## config.mk

```make
export PLATFORM = sky130hd
export DESIGN_NAME = key_value_line_parser_unit
export DESIGN_NICKNAME = d
export VERILOG_FILES = /design/src/rtl/core/kvlp_pkg.sv /design/src/rtl/core/kvlp_step.sv /design/src/rtl/core/key_value_line_parser_unit.sv
export SDC_FILE = /design/constraint.sdc
export NUM_CORES = 1
export LEC_CHECK = 0
export ABC_AREA = 0
export BUFFER_PORTS_ARGS = -buffer_cell sky130_fd_sc_hd__buf_2
export CAP_MARGIN = 20
export CELL_PAD_IN_SITES_DETAIL_PLACEMENT = 0
export CELL_PAD_IN_SITES_GLOBAL_PLACEMENT = 1
export CORE_MARGIN = 1
export CORE_UTILIZATION = 48
export DETAILED_ROUTE_END_ITERATION = 6
export PLACE_DENSITY = 0.75
export SETUP_SLACK_MARGIN = 0.3
export SYNTH_ARGS = -nofsm -noshare
export SYNTH_HDL_FRONTEND = slang
export SYNTH_HIERARCHICAL = 1
export SYNTH_SLANG_ARGS = --single-unit
```

## constraint.sdc

```tcl
create_clock -name clk -period 6 [get_ports clk]
set_clock_uncertainty 0.15 [all_clocks]
set_input_delay 0.3 -clock clk [delete_from_list [all_inputs] [get_ports clk]]
set_output_delay 0.3 -clock clk [all_outputs]
set_load 0.1 [all_outputs]
```

## src/rtl/core/kvlp_pkg.sv

```systemverilog
// ----------------------------------------------------------------------------
// kvlp_pkg
// Shared constants, types and helpers for the key/value line parser.
// ----------------------------------------------------------------------------
package kvlp_pkg;

    // Parameter defaults
    localparam int NAME_MAX_DEF       = 7;
    localparam int FILE_VALUE_MAX_DEF = 63;
    localparam int TYPE_VALUE_MAX_DEF = 15;

    // Characters
    localparam logic [7:0] CH_CR    = 8'd13;
    localparam logic [7:0] CH_SEMI  = 8'd59;
    localparam logic [7:0] CH_EQ    = 8'd61;
    localparam logic [7:0] CH_BLANK = 8'd32;
    localparam logic [7:0] CH_LO_A  = 8'd97;
    localparam logic [7:0] CH_LO_Z  = 8'd122;
    localparam logic [7:0] CASE_OFS = 8'd32;

    // Parse phases
    localparam int          PH_W       = 4;
    localparam logic [PH_W-1:0] PH_BEGIN   = 4'd0;
    localparam logic [PH_W-1:0] PH_PRE     = 4'd1;
    localparam logic [PH_W-1:0] PH_GET     = 4'd2;
    localparam logic [PH_W-1:0] PH_POST    = 4'd3;
    localparam logic [PH_W-1:0] PH_MATCH   = 4'd4;
    localparam logic [PH_W-1:0] PH_VPRE    = 4'd5;
    localparam logic [PH_W-1:0] PH_VGET    = 4'd6;
    localparam logic [PH_W-1:0] PH_VPOST   = 4'd7;
    localparam logic [PH_W-1:0] PH_COMMENT = 4'd8;

    // Status codes
    localparam logic [1:0] ST_OK      = 2'd0;
    localparam logic [1:0] ST_FORMAT  = 2'd1;
    localparam logic [1:0] ST_UNKNOWN = 2'd2;

    // Keywords
    localparam int KW_LEN = 4;
    localparam int KW_IW  = 2;
    localparam logic KEY_FILE = 1'b0;
    localparam logic KEY_TYPE = 1'b1;

    typedef logic [KW_LEN-1:0][7:0] name_t;

    typedef struct packed {
        logic [PH_W-1:0] phase;
        logic [5:0]      value_count;
        logic            current_key;
        logic [1:0]      error_code;
    } parse_state_t;

    typedef struct packed {
        logic             we;
        logic [KW_IW-1:0] idx;
        logic [7:0]       data;
    } name_wr_t;

    typedef struct packed {
        logic [1:0] status;
        logic       key_cleared;
        logic       key_index;
        logic       char_valid;
        logic [5:0] char_pos;
        logic [7:0] char_out;
        logic       line_done;
    } result_t;

    function automatic logic [7:0] fold_up(input logic [7:0] c);
        return (c >= CH_LO_A && c <= CH_LO_Z) ? c - CASE_OFS : c;
    endfunction

    function automatic logic [7:0] kw_char(input logic k, input int i);
        logic [7:0] c;
        c = 8'd0;
        case (i)
            0: c = k ? "T" : "F";
            1: c = k ? "Y" : "I";
            2: c = k ? "P" : "L";
            3: c = "E";
            default: c = 8'd0;
        endcase
        return c;
    endfunction

endpackage

```

## src/rtl/core/kvlp_step.sv

```systemverilog
// ----------------------------------------------------------------------------
// kvlp_step
// Next-state and result logic for one text byte.
// ----------------------------------------------------------------------------
module kvlp_step
    import kvlp_pkg::*;
#(
    parameter int NAME_MAX       = NAME_MAX_DEF,
    parameter int FILE_VALUE_MAX = FILE_VALUE_MAX_DEF,
    parameter int TYPE_VALUE_MAX = TYPE_VALUE_MAX_DEF,
    localparam int NCW           = $clog2(NAME_MAX + 1)
)
(
    input  logic [7:0]   ch,
    input  parse_state_t st,
    input  logic [NCW-1:0] name_count,
    input  name_t        name_chars,
    output parse_state_t st_next,
    output logic [NCW-1:0] name_count_next,
    output name_wr_t     name_wr,
    output result_t      res
);

    logic            stop;
    logic            cleared;
    logic            cvalid;
    logic            done;
    logic [5:0]      pos;
    logic [7:0]      cout;
    logic [PH_W-1:0] ph;
    logic [5:0]      lim;
    logic [1:0]      kw_hit;

    // keyword compare on the stored name
    always_comb
    begin
        for (int k = 0; k < 2; k++)
        begin
            kw_hit[k] = (name_count == NCW'(KW_LEN));
            for (int i = 0; i < KW_LEN; i++)
            begin
                if (fold_up(name_chars[i]) != kw_char(k[0], i))
                begin
                    kw_hit[k] = 1'b0;
                end
            end
        end
    end

    always_comb
    begin
        st_next         = st;
        name_count_next = name_count;
        name_wr         = '0;
        stop            = 1'b0;
        cleared         = 1'b0;
        cvalid          = 1'b0;
        done            = 1'b0;
        pos             = 6'd0;
        cout            = 8'd0;
        ph              = st.phase;
        lim             = st.current_key ? 6'(TYPE_VALUE_MAX) : 6'(FILE_VALUE_MAX);

        if (st.error_code != ST_OK)
        begin
            stop = 1'b1;
        end
        if (!stop && ph > PH_COMMENT)
        begin
            ph = PH_BEGIN;
        end
        if (!stop && ph == PH_COMMENT)
        begin
            if (ch == CH_CR)
            begin
                ph = PH_BEGIN;
            end
            stop = 1'b1;
        end
        if (!stop && ph == PH_BEGIN)
        begin
            ph              = PH_PRE;
            name_count_next = '0;
        end
        if (!stop && ph == PH_PRE)
        begin
            if (ch == CH_CR)
            begin
                ph   = PH_BEGIN;
                stop = 1'b1;
            end
            else if (ch == CH_SEMI)
            begin
                ph   = PH_COMMENT;
                stop = 1'b1;
            end
            else if (ch > CH_BLANK)
            begin
                ph = PH_GET;
            end
        end
        if (!stop && ph == PH_GET)
        begin
            if (ch == CH_CR)
            begin
                st_next.error_code = ST_FORMAT;
                stop               = 1'b1;
            end
            else if (ch <= CH_BLANK)
            begin
                ph = PH_POST;
            end
            else if (ch == CH_EQ)
            begin
                ph   = PH_MATCH;
                stop = 1'b1;
            end
            else
            begin
                // only the first keyword-length characters can take part in a match
                if (name_count_next < NCW'(NAME_MAX))
                begin
                    if (name_count_next < NCW'(KW_LEN))
                    begin
                        name_wr.we   = 1'b1;
                        name_wr.idx  = name_count_next[KW_IW-1:0];
                        name_wr.data = ch;
                    end
                    name_count_next = name_count_next + NCW'(1);
                end
                stop = 1'b1;
            end
        end
        if (!stop && ph == PH_POST)
        begin
            if (ch == CH_CR)
            begin
                st_next.error_code = ST_FORMAT;
                stop               = 1'b1;
            end
            else if (ch == CH_EQ)
            begin
                ph   = PH_MATCH;
                stop = 1'b1;
            end
            else if (ch > CH_BLANK)
            begin
                st_next.error_code = ST_FORMAT;
                stop               = 1'b1;
            end
        end
        if (!stop && ph == PH_MATCH)
        begin
            st_next.value_count = 6'd0;
            ph                  = PH_VPRE;
            if (kw_hit[0])
            begin
                st_next.current_key = KEY_FILE;
            end
            else if (kw_hit[1])
            begin
                st_next.current_key = KEY_TYPE;
            end
            else
            begin
                st_next.error_code = ST_UNKNOWN;
                stop               = 1'b1;
            end
            if (!stop)
            begin
                cleared = 1'b1;
                lim     = st_next.current_key ? 6'(TYPE_VALUE_MAX) : 6'(FILE_VALUE_MAX);
            end
        end
        if (!stop && ph == PH_VPRE)
        begin
            if (ch == CH_CR)
            begin
                done = 1'b1;
            end
            else if (ch <= CH_BLANK)
            begin
                stop = 1'b1;
            end
            else
            begin
                ph = PH_VGET;
            end
        end
        if (!stop && ph == PH_VGET && !done)
        begin
            if (ch == CH_CR)
            begin
                done = 1'b1;
            end
            else if (ch <= CH_BLANK)
            begin
                ph = PH_VPOST;
            end
            else if (st_next.value_count < lim)
            begin
                cvalid              = 1'b1;
                pos                 = st_next.value_count;
                cout                = ch;
                st_next.value_count = st_next.value_count + 6'd1;
            end
        end
        if (!stop && ph == PH_VPOST && !done)
        begin
            if (ch == CH_CR)
            begin
                done = 1'b1;
            end
            else if (ch > CH_BLANK)
            begin
                st_next.error_code = ST_FORMAT;
                stop               = 1'b1;
            end
        end
        if (!stop && done)
        begin
            ph = PH_BEGIN;
        end

        st_next.phase   = ph;
        res.status      = st_next.error_code;
        res.key_cleared = cleared;
        res.key_index   = (cleared || cvalid || done) ? st_next.current_key : 1'b0;
        res.char_valid  = cvalid;
        res.char_pos    = pos;
        res.char_out    = cout;
        res.line_done   = done;
    end

endmodule

```

## src/rtl/core/key_value_line_parser_unit.sv

```systemverilog
// ----------------------------------------------------------------------------
// key_value_line_parser_unit
// Byte-serial parser for "KEY = VALUE" text lines with FILE and TYPE keys.
// ----------------------------------------------------------------------------
// Takes one text byte per word and returns exactly one result word per byte.
// A byte is captured in an input register, parsed combinationally against
// the line state, and the result lands in an output register once the last
// result has gone out; a new byte can be taken in every cycle while the
// output side keeps up. The combinational parse step, including the
// four-character keyword compare, sets that rate.
// Once status reports an error, every later byte returns only that status.
module key_value_line_parser_unit
    import kvlp_pkg::*;
#(
    parameter int NAME_MAX       = NAME_MAX_DEF,
    parameter int FILE_VALUE_MAX = FILE_VALUE_MAX_DEF,
    parameter int TYPE_VALUE_MAX = TYPE_VALUE_MAX_DEF
)
(
    input  logic       clk,
    input  logic       rst_n,
    input  logic       in_valid,
    output logic       in_ready,
    input  logic [7:0] in_byte,
    output logic       out_valid,
    input  logic       out_ready,
    output logic [1:0] status,
    output logic       key_cleared,
    output logic       key_index,
    output logic       char_valid,
    output logic [5:0] char_pos,
    output logic [7:0] char_out,
    output logic       line_done
);

    localparam int NCW = $clog2(NAME_MAX + 1);

    logic           byte_valid_reg;
    logic [7:0]     byte_reg;
    parse_state_t   st_reg;
    parse_state_t   st_next;
    logic [NCW-1:0] name_count_reg;
    logic [NCW-1:0] name_count_next;
    name_t          name_reg;
    name_wr_t       name_wr;
    result_t        res_next;
    result_t        res_reg;
    logic           out_valid_reg;
    logic           fire;

    assign fire     = byte_valid_reg && (!out_valid_reg || out_ready);
    assign in_ready = !byte_valid_reg || fire;

    kvlp_step #(
        .NAME_MAX       (NAME_MAX),
        .FILE_VALUE_MAX (FILE_VALUE_MAX),
        .TYPE_VALUE_MAX (TYPE_VALUE_MAX)
    ) u_step (
        .ch              (byte_reg),
        .st              (st_reg),
        .name_count      (name_count_reg),
        .name_chars      (name_reg),
        .st_next         (st_next),
        .name_count_next (name_count_next),
        .name_wr         (name_wr),
        .res             (res_next)
    );

    always_ff @(posedge clk or negedge rst_n)
    begin
        if (!rst_n)
        begin
            byte_valid_reg <= 1'b0;
            out_valid_reg  <= 1'b0;
            st_reg         <= '{phase: PH_BEGIN, value_count: 6'd0,
                                current_key: KEY_FILE, error_code: ST_OK};
            name_count_reg <= '0;
        end
        else
        begin
            if (in_ready)
            begin
                byte_valid_reg <= in_valid;
            end
            if (fire)
            begin
                out_valid_reg  <= 1'b1;
                st_reg         <= st_next;
                name_count_reg <= name_count_next;
            end
            else if (out_ready)
            begin
                out_valid_reg <= 1'b0;
            end
        end
    end

    // payload registers
    always_ff @(posedge clk)
    begin
        if (in_ready && in_valid)
        begin
            byte_reg <= in_byte;
        end
        if (fire)
        begin
            res_reg <= res_next;
            if (name_wr.we)
            begin
                name_reg[name_wr.idx] <= name_wr.data;
            end
        end
    end

    assign out_valid   = out_valid_reg;
    assign status      = res_reg.status;
    assign key_cleared = res_reg.key_cleared;
    assign key_index   = res_reg.key_index;
    assign char_valid  = res_reg.char_valid;
    assign char_pos    = res_reg.char_pos;
    assign char_out    = res_reg.char_out;
    assign line_done   = res_reg.line_done;

endmodule

```

* Word level (Yosys, flattened, before mapping)
Index checks and enable logic that the tools add are counted.
Word-level totals: register bits 78, bits in latches 0, memory bits (writable) 0, bits in read-only memories 0, input port bits 12, output and inout bits 22, logic and storage cells 212, memories kept 0
Operators by class: add/subtract/negate cells 6, $mul 0, div/mod/pow operators 0, $lt $le $gt $ge 16, equal/unequal tests 19, shift operators 0, mux-type cells 109, bitwise logic cells 2, reduce and logical (&&, ||, !) cells 41
Operators by type and width (number):
- $mux W4 | 23
- $mux W11 | 6
- $ne A8 B7 Y1 const B | 7
- $mux W6 | 8
- $mux W1 | 47
- $mux W8 | 5
- $bwmux W32 | 1
- $ge A8 B7 Y1 const B | 4
- $le A8 B7 Y1 const B | 4
- $sub A8 B6 Y8 const B | 4
- $mux W2 | 11
- $logic_and A1 B1 Y1 | 20
- $mux W3 | 6
- $demux W8 S2 | 1
- $eq A4 B3 Y1 const B | 4
- $eq A8 B6 Y1 const B | 2
- $logic_not A1 Y1 | 12
- $mux W9 | 1
- $eq A4 B2 Y1 const B | 2
- $eq A8 B4 Y1 const B | 1
- $gt A8 B6 Y1 const B | 1
- $le A8 B6 Y1 const B | 1
- $add A6 B1 Y6 const B | 1
- $lt A3 B3 Y1 const B | 2
- 14 further kinds | 19

* Longest topological paths before layout
Gate-level depths: netlist (run 1).
depth in word-level cells 40, gate-level depth with buffers 17, depth with buffers taken out 16

* By module
Netlist (run 1), hierarchy kept.
By module, submodules not included:
- key_value_line_parser_unit | instances 1, cells each 109, area an instance 2567.5 um^2, seq. area each 2252.2 um^2
- kvlp_step | instances 1, cells each 240, area an instance 1574.0 um^2, seq. area each 0.0 um^2

* Worst setup path before layout (run 1)
OpenSTA, ideal clock, no wires.
path kind register to register, start register st_reg[9] in the netlist's numbering, end register st_reg[4] in the netlist's numbering, setup time 0.125 ns, arrival time 3.880 ns, required time 5.725 ns, slack 1.844 ns, cell stages (with the launch flop) 16, buffers on the path 3, clock period less this slack 4.156 ns, cells stage by stage dfrtp_1 or4b_4 and3_1 clkbuf_2 a21bo_2 nor3_1 or3_1 clkbuf_1 and2_1 ha_1 a21oi_1 o211ai_1 a211oi_4 buf_6 mux2_1 mux2_4
RTL lines:
- start: declaration | line key_value_line_parser_unit.sv:40 | parse_state_t st_reg;
- start signal: assignment | line key_value_line_parser_unit.sv:75 | st_reg <= '{phase: PH_BEGIN, value_count: 6'd0,
- start signal: assignment | line key_value_line_parser_unit.sv:88 | st_reg <= st_next;

==> results of run 1 <==
-- cells in the final DEF, fill, tap and decap left out, types with 4 or more instances in the layout --
master / count
sky130_fd_sc_hd__and2_1: 21
sky130_fd_sc_hd__and3_1: 15
sky130_fd_sc_hd__a21oi_1: 18
sky130_fd_sc_hd__mux2_2: 10
sky130_fd_sc_hd__dlygate4sd3_1: 10
sky130_fd_sc_hd__nand3_1: 10
sky130_fd_sc_hd__ha_1: 9
sky130_fd_sc_hd__inv_1: 16
sky130_fd_sc_hd__nor4_1: 4
sky130_fd_sc_hd__mux2_4: 7
sky130_fd_sc_hd__a21o_1: 4
sky130_fd_sc_hd__nor4b_1: 5
sky130_fd_sc_hd__o21ai_0: 7
sky130_fd_sc_hd__nor3_1: 9
sky130_fd_sc_hd__nor2_1: 21
sky130_fd_sc_hd__nand2_1: 22
sky130_fd_sc_hd__edfxtp_1: 60
sky130_fd_sc_hd__clkbuf_8: 9
sky130_fd_sc_hd__a31oi_1: 5
sky130_fd_sc_hd__nand4_1: 9
sky130_fd_sc_hd__dfrtp_1: 18
sky130_fd_sc_hd__or4b_1: 5
sky130_fd_sc_hd__buf_2: 33
-- cells in the mapped netlist, drive strengths merged (6+ instances only) --
cell type  number
buf             8
o21ai           7
ha              9
and2           21
mux2           18
dfrtp          18
inv            16
nor4b           7
a21oi          18
nand2          23
and3           15
nand4           9
nor3            9
nand3          10
edfxtp         60
or4b            6
nor2           21
-- per-layer routing --
layer | vias up | part of all wire (%)
met3 | 18 | 6.0
met4 | 0 | 1.8
met1 | 1441 | 49
met2 | 135 | 43
met5 | - | 0
li1 | 1419 | -
-- cell type report --
type / count / area (um2)
well taps: 105 / 131
flip-flops and latches: 78 / 2250
clock buffers: 10 / 128
inverters: 16 / 60.1
fillers: 715 / 3630
repair buffers: 45 / 280
clock inverters: 6 / 70.1
multi-input cells: 242 / 1740
-- final timing paths --
path                                       start                         end  slack, ns  cells after the start
max                        byte_reg[7]$_DFFE_PP_       st_reg[6]$_DFFE_PN0P_       1.14                     13
min                                    out_ready  byte_valid_reg$_DFFE_PN0P_       0.11                      3
max reg2reg                byte_reg[7]$_DFFE_PP_       st_reg[6]$_DFFE_PN0P_       1.14                     13
min reg2reg                st_reg[8]$_DFFE_PN0P_       st_reg[8]$_DFFE_PN0P_       0.36                      1
max in group asynchronous                  rst_n      st_reg[12]$_DFFE_PN0P_       5.07                      2
min in group asynchronous                  rst_n       out_valid$_DFFE_PN0P_       0.29                      2
-- power groups by stage --
stage / Sequential [mW] / Combinational [mW] / Clock [mW]
6_report: 0.760 / 0.619 / 0.403
5_1_grt: 0.774 / 0.673 / 0.427
4_1_cts: 0.760 / 0.614 / 0.409
3_5_place_dp: 0.770 / 0.606 / 0
3_3_place_gp: 0.771 / 0.605 / 0
2_1_floorplan: 0.900 / 0.368 / 0
-- kinds of logic (layout without fill, tap and decap cells) --
| kind of cell | Yosys count | in the layout | share of synthesized area (%) |
|---|---|---|---|
| buffers and inverters | 29 | 77 | 3.50 |
| XOR/XNOR | 3 | 3 | 0.635 |
| AND/OR/NAND/NOR | 154 | 154 | 23.5 |
| AO/OA/AOI/OAI | 58 | 58 | 9.70 |
| adder cells (fa/ha/maj) | 9 | 9 | 2.72 |
| flip-flops | 78 | 78 | 54.4 |
| multiplexers | 18 | 18 | 5.53 |
-- stage by stage --
step	std cells	hold slack (ns)	util [%]
after global placement	476	0.142	52.6
after detailed placement	476	0.140	52.6
final	502	0.110	56.2
after floorplan	349	-0.146	-
after global routing	502	0.136	56.2
after CTS	502	0.0980	56.2
-- worst min-delay path, delay by kind of cell --
kind / cells / cell delay (ns)
simple gates: 2 / 0.19
buf+inv: 1 / 0.09
==> impl_metrics.prom, run 1 <==
# TYPE chip_impl_metric gauge
chip_impl_info{name="result_of_the_run",value="completed"} 1
chip_impl_metric{name="ioPinCount",unit=""} 34
chip_impl_metric{name="crit_path_max_incr_delay",unit="ns"} 0.65
chip_impl_metric{name="yosys_register_bits",unit=""} 78
chip_impl_metric{name="clkLatencyLatePin",unit="ns"} 0.35
chip_impl_metric{name="placement_rows",unit=""} 33
chip_impl_metric{name="power_leakage",unit="nW"} 1.84
chip_impl_metric{name="fmax",unit="MHz"} 206
chip_impl_metric{name="sequential_group_share_of_total_power",unit="%"} 42.7
chip_impl_metric{name="first_global_vias",unit=""} 2827
chip_impl_metric{name="final_nets",unit=""} 413
chip_impl_metric{name="antenna_cells_inserted",unit=""} 0
chip_impl_metric{name="powerDensity",unit="nW/um2"} 382
chip_impl_metric{name="power_frac_clock",unit="%"} 22.6
chip_impl_metric{name="sw_frac_of_total",unit="%"} 39.3
chip_impl_metric{name="cp_max_fo",unit=""} 21
chip_impl_metric{name="post_synth.cell_area_avg",unit="um2"} 11.9
chip_impl_metric{name="slew_viol_final",unit=""} 0
chip_impl_metric{name="drv.max_cap_violation_count",unit=""} 0
chip_impl_metric{name="core_area",unit="um2"} 8300
chip_impl_info{name="worst_path_cell_trace",value="nand4bb_4 -> or4b_1 -> a31oi_1 -> nor3_1 -> or3_1 -> and2_1 -> ha_1 -> a21oi_1 -> o211ai_1 -> a211oi_4 -> a41oi_1 -> o21a_1 -> mux2_4"} 1
chip_impl_metric{name="final_worst_path_period_need",unit="ns"} 4.86
chip_impl_info{name="cts_tree",value="built"} 1
chip_impl_metric{name="synth_largest_type_area_fraction",unit="%"} 43.5
chip_impl_metric{name="gr_util_met3",unit="%"} 3.30
chip_impl_metric{name="detailed_place.area",unit="um2"} 4370
chip_impl_metric{name="floorplan.initialDensity",unit="%"} 49.9
chip_impl_metric{name="number_of_enable_flip_flop_cells_after_synthesis",unit=""} 60
chip_impl_metric{name="ys.warnings.count",unit=""} 6
chip_impl_metric{name="count_of_different_cell_masters_after_synthesis",unit=""} 66
chip_impl_metric{name="worst_slew_pin_slew",unit="ns"} 1.02
chip_impl_info{name="synth.top_cells.by_area",value="sky130_fd_sc_hd__edfxtp_1, sky130_fd_sc_hd__dfrtp_1, sky130_fd_sc_hd__and2_1"} 1
chip_impl_metric{name="detail_route.vias_per_cell",unit=""} 6.00
chip_impl_metric{name="grt_max_degree",unit=""} 22
chip_impl_metric{name="global_route_wire_length_before_repair",unit="mm"} 14.9
chip_impl_metric{name="detail-route-antenna-nets",unit=""} 0
chip_impl_metric{name="cts-htree-levels",unit=""} 3
chip_impl_metric{name="grt.met1_usage",unit="%"} 33.7
chip_impl_metric{name="cts_hold_repair.buffers",unit=""} 10
chip_impl_metric{name="setup_tns",unit="ns"} 0
chip_impl_metric{name="finalWirelength",unit="mm"} 9.26
chip_impl_metric{name="violation_count_after_the_first_detailed_route_iteration",unit=""} 230
chip_impl_metric{name="share_of_layout_cells_above_drive_strength_1",unit="%"} 20.2
chip_impl_metric{name="chipHeight",unit="um"} 94.9
chip_impl_metric{name="finalWeightedCongestion",unit=""} 0.945
chip_impl_metric{name="syn-instance-count",unit=""} 349
chip_impl_metric{name="p_sw",unit="mW"} 0.700
chip_impl_metric{name="design_power_total",unit="mW"} 1.78
chip_impl_info{name="synth_flop_cell",value="sky130_fd_sc_hd__edfxtp_1"} 1
chip_impl_metric{name="cts_setup_buffers",unit=""} 0
chip_impl_metric{name="drc",unit=""} 0
chip_impl_info{name="end_kind",value="register"} 1
chip_impl_metric{name="yosysSeqAreaShare",unit="%"} 54.4
chip_impl_metric{name="flow.area_growth_from_synthesis",unit="%"} 12.7
chip_impl_metric{name="grt_util_all_layers",unit="%"} 22.6
chip_impl_info{name="slowest_stage",value="sky130_fd_sc_hd__a211oi_4"} 1
chip_impl_info{name="worstSetupStartpointType",value="register"} 1
chip_impl_metric{name="largest_register_ff_count",unit=""} 32
chip_impl_metric{name="globalRoute.totalOverflow",unit=""} 0
chip_impl_metric{name="antenna_found_initial",unit=""} 0
chip_impl_metric{name="via_count",unit=""} 3013
chip_impl_metric{name="setup_viol_count_final",unit=""} 0
chip_impl_metric{name="clk_path_buf_depth",unit=""} 2
chip_impl_metric{name="post_synth_instance_area",unit="um2"} 4140
chip_impl_metric{name="worst_path_bufs_invs",unit=""} 0
chip_impl_metric{name="io_buffer_count",unit=""} 33
chip_impl_metric{name="postCtsResizedCells",unit=""} 0
chip_impl_info{name="global_route.peak_usage_layer",value="met1"} 1
chip_impl_metric{name="tritoncts.num_buffers",unit=""} 9
chip_impl_info{name="grt_setup_unrepaired",value="no"} 1
chip_impl_metric{name="wl_per_cell",unit="um"} 18.4
chip_impl_metric{name="die-width",unit="um"} 94.9
chip_impl_metric{name="clock-sinks",unit=""} 78
chip_impl_info{name="min-delay-path-class",value="in2reg"} 1
chip_impl_metric{name="hpwl",unit="mm"} 6.48
chip_impl_metric{name="vdd_drop_max",unit="uV"} 223
chip_impl_metric{name="setup_slack",unit="ns"} 1.14
chip_impl_metric{name="worst_ep_arrival_time",unit="ns"} 4.95
chip_impl_metric{name="async_set_or_reset_register_ratio_after_synthesis",unit="%"} 23.1
chip_impl_metric{name="synth.net_count",unit=""} 370
chip_impl_metric{name="slew-limit-headroom",unit="%"} 31.9
chip_impl_metric{name="comb_power_share",unit="%"} 34.7
chip_impl_metric{name="floorplan.die_area",unit="um2"} 9000
chip_impl_info{name="crit_family",value="simple AND/OR/NAND/NOR gates"} 1
chip_impl_info{name="clock-root-buffer",value="sky130_fd_sc_hd__clkbuf_8"} 1
chip_impl_metric{name="period_share",unit="%"} 80.9
chip_impl_metric{name="clk_pin_slew_worst_setup_hold_paths",unit="ns"} 0.09
chip_impl_metric{name="drt-pass1-iter-count",unit=""} 5
chip_impl_metric{name="gr-usage-met2",unit="%"} 32.4
chip_impl_info{name="worstSetupPathType",value="reg2reg"} 1
chip_impl_metric{name="final_design_area_no_fill",unit="um2"} 4670
chip_impl_metric{name="timing.critical_path.required",unit="ns"} 6.09
chip_impl_metric{name="finalHoldViolations",unit=""} 0
chip_impl_metric{name="place_worst_setup_slack",unit="ns"} 1.20
chip_impl_metric{name="internal-power",unit="mW"} 1.08
chip_impl_info{name="synth_largest_area_cell",value="sky130_fd_sc_hd__edfxtp_1"} 1
Power figures use the tool's default switching activity.
==> run 2: changes to the inputs <==
CORE_UTILIZATION = 44   (was 48)
PLACE_DENSITY = 0.72   (was 0.75)
clock period = 4.4 ns   (was 6 ns; I/O delays follow)
==> run 2 against run 1 <==
  * Via count rose by 3.7%
  * Combinational power is 63% higher
  * Die area rose by 8.9%
  * Design area increased by 8.5%
  * Critical path depth is 4 higher
  * Fmax grew 22%
  * Non-clock buffer count increased by 30
  * Count of clock-buffer cells in the layout up 3
  * Power up 43%
  * First-iteration DRC count is 31% lower
  * Core utilization down 1.2 points
  * Largest cell class unchanged
  * Flip-flop and latch count unchanged
==> impl_metrics.prom, run 2 (synthesis results as in run 1) <==
# TYPE chip_impl_metric gauge
chip_impl_info{name="commonest_non_fill_non_tap_cell_in_the_layout",value="sky130_fd_sc_hd__edfxtp_1"} 1
chip_impl_metric{name="via_count",unit=""} 3125
chip_impl_metric{name="period_share",unit="%"} 90.5
chip_impl_metric{name="n_fill_cell",unit=""} 798
chip_impl_info{name="critical-path-top-cell-by-count",value="sky130_fd_sc_hd__buf_4"} 1
chip_impl_metric{name="drt-pass1-iter-count",unit=""} 6
chip_impl_info{name="global_route.peak_usage_layer",value="met2"} 1
chip_impl_info{name="worstSetupPathType",value="reg2reg"} 1
chip_impl_metric{name="setup_viol_count_final",unit=""} 0
chip_impl_metric{name="slew-limit-headroom",unit="%"} 44.3
chip_impl_metric{name="powerDensity",unit="nW/um2"} 503
chip_impl_metric{name="design_power_total",unit="mW"} 2.55
chip_impl_info{name="result_of_the_run",value="completed"} 1
chip_impl_info{name="cts_tree",value="built"} 1
chip_impl_metric{name="clock-sinks",unit=""} 78
chip_impl_metric{name="detail_route.vias_per_cell",unit=""} 5.80
chip_impl_metric{name="hpwl",unit="mm"} 6.41
chip_impl_metric{name="finalHoldWorstSlack",unit="ns"} 0.0395
chip_impl_metric{name="grt.met1_usage",unit="%"} 28.8
chip_impl_metric{name="placement_rows",unit=""} 35
chip_impl_metric{name="finalWirelength",unit="mm"} 9.68
chip_impl_metric{name="place_worst_setup_slack",unit="ns"} 0.0548
chip_impl_metric{name="gr-usage-met2",unit="%"} 33.2
chip_impl_metric{name="antenna_cells_inserted",unit=""} 0
chip_impl_metric{name="flow.area_growth_from_synthesis",unit="%"} 22.3
chip_impl_metric{name="first_global_vias",unit=""} 2933
chip_impl_info{name="slowest_stage",value="sky130_fd_sc_hd__edfxtp_1"} 1
chip_impl_metric{name="io_buffer_count",unit=""} 33
chip_impl_metric{name="final_worst_path_period_need",unit="ns"} 3.98
chip_impl_info{name="worst_path_cell_trace",value="buf_4 -> buf_4 -> nand4b_1 -> nand2_1 -> a31oi_2 -> nand2b_4 -> or3_4 -> and2_1 -> ha_1 -> and2_1 -> nand4_1 -> inv_1 -> a211oi_4 -> buf_4 -> a41oi_1 -> o21a_1 -> mux2_4"} 1
chip_impl_metric{name="ioPinCount",unit=""} 34
chip_impl_metric{name="worst_slew_pin_slew",unit="ns"} 0.835
chip_impl_metric{name="globalRoute.totalOverflow",unit=""} 0
chip_impl_metric{name="drv.max_cap_violation_count",unit=""} 0
chip_impl_metric{name="clk_pin_slew_worst_setup_hold_paths",unit="ns"} 0.09
chip_impl_metric{name="clkLatencyLatePin",unit="ns"} 0.35
chip_impl_metric{name="antenna_found_initial",unit=""} 0
chip_impl_metric{name="crit_path_max_incr_delay",unit="ns"} 0.46
chip_impl_metric{name="setup_tns",unit="ns"} 0
chip_impl_metric{name="floorplan.initialDensity",unit="%"} 45.0
chip_impl_metric{name="grt_max_degree",unit=""} 21
chip_impl_info{name="min-delay-path-class",value="in2reg"} 1
chip_impl_metric{name="floorplan.die_area",unit="um2"} 9800
chip_impl_info{name="hold_path_startpoint",value="out_ready"} 1
chip_impl_metric{name="vdd_drop_max",unit="uV"} 233
chip_impl_metric{name="die-width",unit="um"} 99.0
chip_impl_info{name="clock-root-buffer",value="sky130_fd_sc_hd__clkbuf_8"} 1
chip_impl_info{name="final_cell_mix",value="sky130_fd_sc_hd__edfxtp_1, sky130_fd_sc_hd__buf_2, sky130_fd_sc_hd__buf_4"} 1
chip_impl_metric{name="share_of_layout_cells_above_drive_strength_1",unit="%"} 32.0
chip_impl_metric{name="drc",unit=""} 0
chip_impl_info{name="end_kind",value="register"} 1
chip_impl_metric{name="fmax",unit="MHz"} 251
chip_impl_metric{name="detail-route-antenna-nets",unit=""} 0
chip_impl_info{name="regToRegStartpoint",value="byte_reg[1]$_DFFE_PP_"} 1
chip_impl_metric{name="slew_viol_final",unit=""} 0
chip_impl_metric{name="clk_path_buf_depth",unit=""} 2
chip_impl_info{name="timing.critical_path.from",value="byte_reg[1]$_DFFE_PP_"} 1
chip_impl_metric{name="timing.critical_path.required",unit="ns"} 4.49
chip_impl_metric{name="chipHeight",unit="um"} 99.0
chip_impl_metric{name="core_area",unit="um2"} 9200
chip_impl_metric{name="gr_util_met3",unit="%"} 3.05
chip_impl_metric{name="finalHoldViolations",unit=""} 0
chip_impl_metric{name="violation_count_after_the_first_detailed_route_iteration",unit=""} 159
chip_impl_metric{name="final_nets",unit=""} 444
chip_impl_metric{name="tritoncts.num_buffers",unit=""} 9
chip_impl_info{name="grt_setup_unrepaired",value="yes"} 1
chip_impl_metric{name="worst_ep_arrival_time",unit="ns"} 4.07
chip_impl_metric{name="grt_util_all_layers",unit="%"} 20.8
chip_impl_metric{name="largest_register_ff_count",unit=""} 32
chip_impl_metric{name="finalWeightedCongestion",unit=""} 0.912
chip_impl_metric{name="power_leakage",unit="nW"} 2.01
chip_impl_metric{name="cts-htree-levels",unit=""} 3
chip_impl_metric{name="cp_max_fo",unit=""} 5
chip_impl_info{name="worstSetupStartpointType",value="register"} 1
chip_impl_metric{name="setup_slack",unit="ns"} 0.420
chip_impl_metric{name="wl_per_cell",unit="um"} 18.0
chip_impl_metric{name="global_route_wire_length_before_repair",unit="mm"} 15.3
==> run 2: through the flow <==
stage,cell area [um2],std cells,util (%)
2_1_floorplan,4150,349,-
3_3_place_gp,4480,495,48.7
3_5_place_dp,4480,495,48.7
4_1_cts,4900,531,53.3
5_1_grt,5060,539,55.1
6_report,5060,539,55.1
==> run 2: metal layers <==
layer | up-vias | part of all wire, %
li1 | 1488 | -
met1 | 1515 | 46
met2 | 109 | 47
met3 | 13 | 5.1
met4 | 0 | 1.6
met5 | - | 0
==> run 2: worst paths after layout <==
path	end	cells past startpoint	slack [ns]
min in group asynchronous	name_count_reg[2]$_DFFE_PN0P_	2	0.22
hold reg to reg	st_reg[8]$_DFFE_PN0P_	1	0.37
max in group asynchronous	st_reg[9]$_DFFE_PN0P_	2	3.51
setup / recovery	st_reg[6]$_DFFE_PN0P_	17	0.42
hold / removal	byte_valid_reg$_DFFE_PN0P_	3	0.04
setup reg to reg	st_reg[6]$_DFFE_PN0P_	17	0.42
==> run 2: timing repair <==
action,4_1_cts,5_1_grt
gates cloned,1,0
endpoints found under the setup margin,14,20
hold buffers,10,0
resized for setup,17,20
buffers inserted,9,8
pin swaps,3,10
hold endpoints to repair,27,0
==> run 2: area by class of cell <==
cell class,count,area [um2],area share [%]
Clock buffer,13,139,2.74
Clock inverter,3,38.8,0.766
Inverter,16,60.1,1.19
Multi-Input combinational cell,243,1930,38.1
Sequential cell,78,2250,44.5
Tap cell,111,139,2.74
Timing Repair Buffer,75,505,9.98
==> run 2: worst max-delay path, delay by kind of cell (launching register included) <==
kind,cells,cell delay (ns)
adder cells (fa/ha/maj),1,0.21
AND/OR/NAND/NOR,7,1.28
flip-flops,1,0.46
buffers and inverters,4,0.57
AO/OA/AOI/OAI,4,0.93
multiplexers,1,0.26
==> run 2: power by group <==
group	internal, mW	total (mW)	switching, mW
Sequential	0.930	1.02	0.0893
Clock	0.261	0.519	0.258
Combinational	0.362	1.01	0.645
Total	1.55	2.55	0.993
==> run 3: changes to the inputs <==
CORE_UTILIZATION = 48   (was 44)
PLACE_DENSITY = 0.75   (was 0.72)
clock period = 4.35 ns   (was 4.4 ns; I/O delays follow)
==> run 3 against run 2 <==
  * Critical path depth is 3 lower
  * Final cell count fell by 0.19%
  * Flip-flop and latch count unchanged
  * Die area fell by 8.2%
  * Global-route usage rose by 2.4 points
  * Core utilization increased by 6.8 points
  * Non-clock buffer count up 6
  * Setup slack got worse by 0.24 ns
  * Sequential power hardly changed
  * Count of clock-buffer cells in the layout is 3 lower
  * Design area is 1.4% higher
  * Wire length is 2.2% higher
  * Highest routed layer unchanged
==> impl_metrics.prom, run 3 (synthesis results as in run 1) <==
# TYPE chip_impl_metric gauge
chip_impl_info{name="result_of_the_run",value="completed"} 1
chip_impl_metric{name="floorplan.die_area",unit="um2"} 9000
chip_impl_metric{name="grt_max_degree",unit=""} 21
chip_impl_metric{name="global_route_wire_length_before_repair",unit="mm"} 15.4
chip_impl_info{name="min-delay-path-class",value="in2reg"} 1
chip_impl_metric{name="via_count",unit=""} 3182
chip_impl_metric{name="grt_util_all_layers",unit="%"} 23.2
chip_impl_metric{name="flow.area_growth_from_synthesis",unit="%"} 24.0
chip_impl_metric{name="largest_register_ff_count",unit=""} 32
chip_impl_metric{name="violation_count_after_the_first_detailed_route_iteration",unit=""} 150
chip_impl_info{name="worst_path_cell_trace",value="or2_1 -> or4_4 -> nor4_4 -> nand4_1 -> nor4_4 -> a21oi_2 -> a21oi_2 -> ha_4 -> a21oi_4 -> o211ai_1 -> a211oi_4 -> a41oi_2 -> o21a_1 -> mux2_4"} 1
chip_impl_metric{name="final_worst_path_period_need",unit="ns"} 4.17
chip_impl_metric{name="final_nets",unit=""} 449
chip_impl_info{name="grt_setup_unrepaired",value="yes"} 1
chip_impl_metric{name="cp_max_fo",unit=""} 7
chip_impl_metric{name="finalWirelength",unit="mm"} 9.89
chip_impl_metric{name="tritoncts.num_buffers",unit=""} 9
chip_impl_metric{name="period_share",unit="%"} 95.9
chip_impl_info{name="end_kind",value="register"} 1
chip_impl_metric{name="wl_per_cell",unit="um"} 18.4
chip_impl_metric{name="core_area",unit="um2"} 8300
chip_impl_metric{name="clock-sinks",unit=""} 78
chip_impl_metric{name="chipHeight",unit="um"} 94.9
chip_impl_metric{name="slew_viol_final",unit=""} 0
chip_impl_metric{name="share_of_layout_cells_above_drive_strength_1",unit="%"} 33.3
chip_impl_metric{name="fmax",unit="MHz"} 240
chip_impl_metric{name="ioPinCount",unit=""} 34
chip_impl_metric{name="slew-limit-headroom",unit="%"} 40.6
chip_impl_metric{name="finalHoldViolations",unit=""} 0
chip_impl_metric{name="globalRoute.totalOverflow",unit=""} 0
chip_impl_metric{name="powerDensity",unit="nW/um2"} 521
chip_impl_info{name="commonest_non_fill_non_tap_cell_in_the_layout",value="sky130_fd_sc_hd__edfxtp_1"} 1
chip_impl_metric{name="io_buffer_count",unit=""} 33
chip_impl_metric{name="drc",unit=""} 0
chip_impl_metric{name="setup_viol_count_final",unit=""} 0
chip_impl_metric{name="antenna_cells_inserted",unit=""} 0
chip_impl_metric{name="finalHoldWorstSlack",unit="ns"} 0.0247
chip_impl_metric{name="setup_slack",unit="ns"} 0.180
chip_impl_info{name="worstSetupStartpointType",value="register"} 1
chip_impl_info{name="worstSetupPathType",value="reg2reg"} 1
chip_impl_metric{name="place_worst_setup_slack",unit="ns"} 0.0388
chip_impl_metric{name="cts-htree-levels",unit=""} 3
chip_impl_metric{name="power_leakage",unit="nW"} 2.08
chip_impl_metric{name="first_global_vias",unit=""} 3032
chip_impl_info{name="cts_tree",value="built"} 1
chip_impl_metric{name="drv.max_cap_violation_count",unit=""} 0
chip_impl_metric{name="hpwl",unit="mm"} 6.57
chip_impl_metric{name="crit_path_max_incr_delay",unit="ns"} 0.44
chip_impl_metric{name="detail-route-antenna-nets",unit=""} 0
chip_impl_metric{name="die-width",unit="um"} 94.9
chip_impl_metric{name="detail_route.vias_per_cell",unit=""} 5.91
chip_impl_metric{name="clk_pin_slew_worst_setup_hold_paths",unit="ns"} 0.09
chip_impl_metric{name="vdd_drop_max",unit="uV"} 285
chip_impl_metric{name="placement_rows",unit=""} 33
chip_impl_metric{name="worst_slew_pin_slew",unit="ns"} 0.890
chip_impl_metric{name="clkLatencyLatePin",unit="ns"} 0.36
chip_impl_info{name="clock-root-buffer",value="sky130_fd_sc_hd__clkbuf_8"} 1
chip_impl_info{name="slowest_stage",value="sky130_fd_sc_hd__or4_4"} 1
chip_impl_metric{name="final_design_area_no_fill",unit="um2"} 5130
chip_impl_metric{name="finalWeightedCongestion",unit=""} 0.935
chip_impl_metric{name="floorplan.initialDensity",unit="%"} 49.9
chip_impl_metric{name="clk_path_buf_depth",unit=""} 2
chip_impl_metric{name="timing.critical_path.required",unit="ns"} 4.45
chip_impl_metric{name="worst_ep_arrival_time",unit="ns"} 4.27
chip_impl_metric{name="setup_tns",unit="ns"} 0
chip_impl_info{name="final_cell_mix",value="sky130_fd_sc_hd__edfxtp_1, sky130_fd_sc_hd__buf_4, sky130_fd_sc_hd__buf_2"} 1
chip_impl_metric{name="drt-pass1-iter-count",unit=""} 5
chip_impl_metric{name="detailed_place.area",unit="um2"} 4540
chip_impl_metric{name="antenna_found_initial",unit=""} 0
==> run 3: cell types whose count changed in the layout (fill, tap and decap cells not counted), moves of 2 or more <==
| cell | delta |
|---|---|
| sky130_fd_sc_hd__and2_4 | +3 |
| sky130_fd_sc_hd__nor4_2 | -2 |
| sky130_fd_sc_hd__clkbuf_1 | -3 |
| sky130_fd_sc_hd__clkinv_4 | +2 |
| sky130_fd_sc_hd__and2_1 | -3 |
| sky130_fd_sc_hd__buf_4 | +5 |
==> run 3: worst paths after layout <==
kind / from / depth (start not counted) / slack [ns] / to
worst min register to register: st_reg[8]$_DFFE_PN0P_ / 1 / 0.37 / st_reg[8]$_DFFE_PN0P_
max in group asynchronous: rst_n / 2 / 3.51 / st_reg[11]$_DFFE_PN0P_
worst max register to register: name_reg[9]$_DFFE_PP_ / 14 / 0.18 / st_reg[6]$_DFFE_PN0P_
worst max-delay path: name_reg[9]$_DFFE_PP_ / 14 / 0.18 / st_reg[6]$_DFFE_PN0P_
worst min-delay path: out_ready / 3 / 0.02 / byte_valid_reg$_DFFE_PN0P_
min in group asynchronous: rst_n / 2 / 0.19 / st_reg[12]$_DFFE_PN0P_
==> run 3: final cells by class <==
cell class,count,area [um2]
Multi-Input combinational cell,242,1920
Tap cell,105,131
Clock buffer,10,128
Timing Repair Buffer,81,558
Clock inverter,6,86.3
Sequential cell,78,2250
Inverter,16,60.1
Fill cell,663,3170
==> run 3: metal layers <==
metal,global-route usage [%],wire (um),vias to the layer above
met5,0,0,-
met4,12.4,268,0
met3,4.11,468,22
met2,35.9,4560,108
met1,31.1,4590,1568
li1,-,-,1484
==> run 3: timing repair <==
action,CTS,global route
hold endpoints to repair,27,0
hold buffers,10,0
gates resized for setup,14,21
pin swaps,4,16
buffers inserted,11,6
setup endpoints to repair,17,17
==> run 3: where the power goes <==
group          internal (mW)  switching (mW)
registers              0.940          0.0900
logic                  0.393           0.654
clock network          0.322           0.275
total                   1.66            1.02
==> run 3: per-stage QoR <==
step           util [%]  power [mW]  cells
6_report           61.9        2.68    538
5_1_grt            61.9        2.80    538
4_1_cts            60.2        2.60    532
3_5_place_dp       54.7        1.95    495
3_3_place_gp       54.7        1.95    495
2_1_floorplan         -        1.75    349
==> run 3: critical path: cells and delay by family (launching register included) <==
kind	cells	cell delay [ns]
adder cells (fa/ha/maj)	1	0.25
AO/OA/AOI/OAI	7	1.43
flip-flops	1	0.42
AND/OR/NAND/NOR	5	1.54
multiplexers	1	0.26
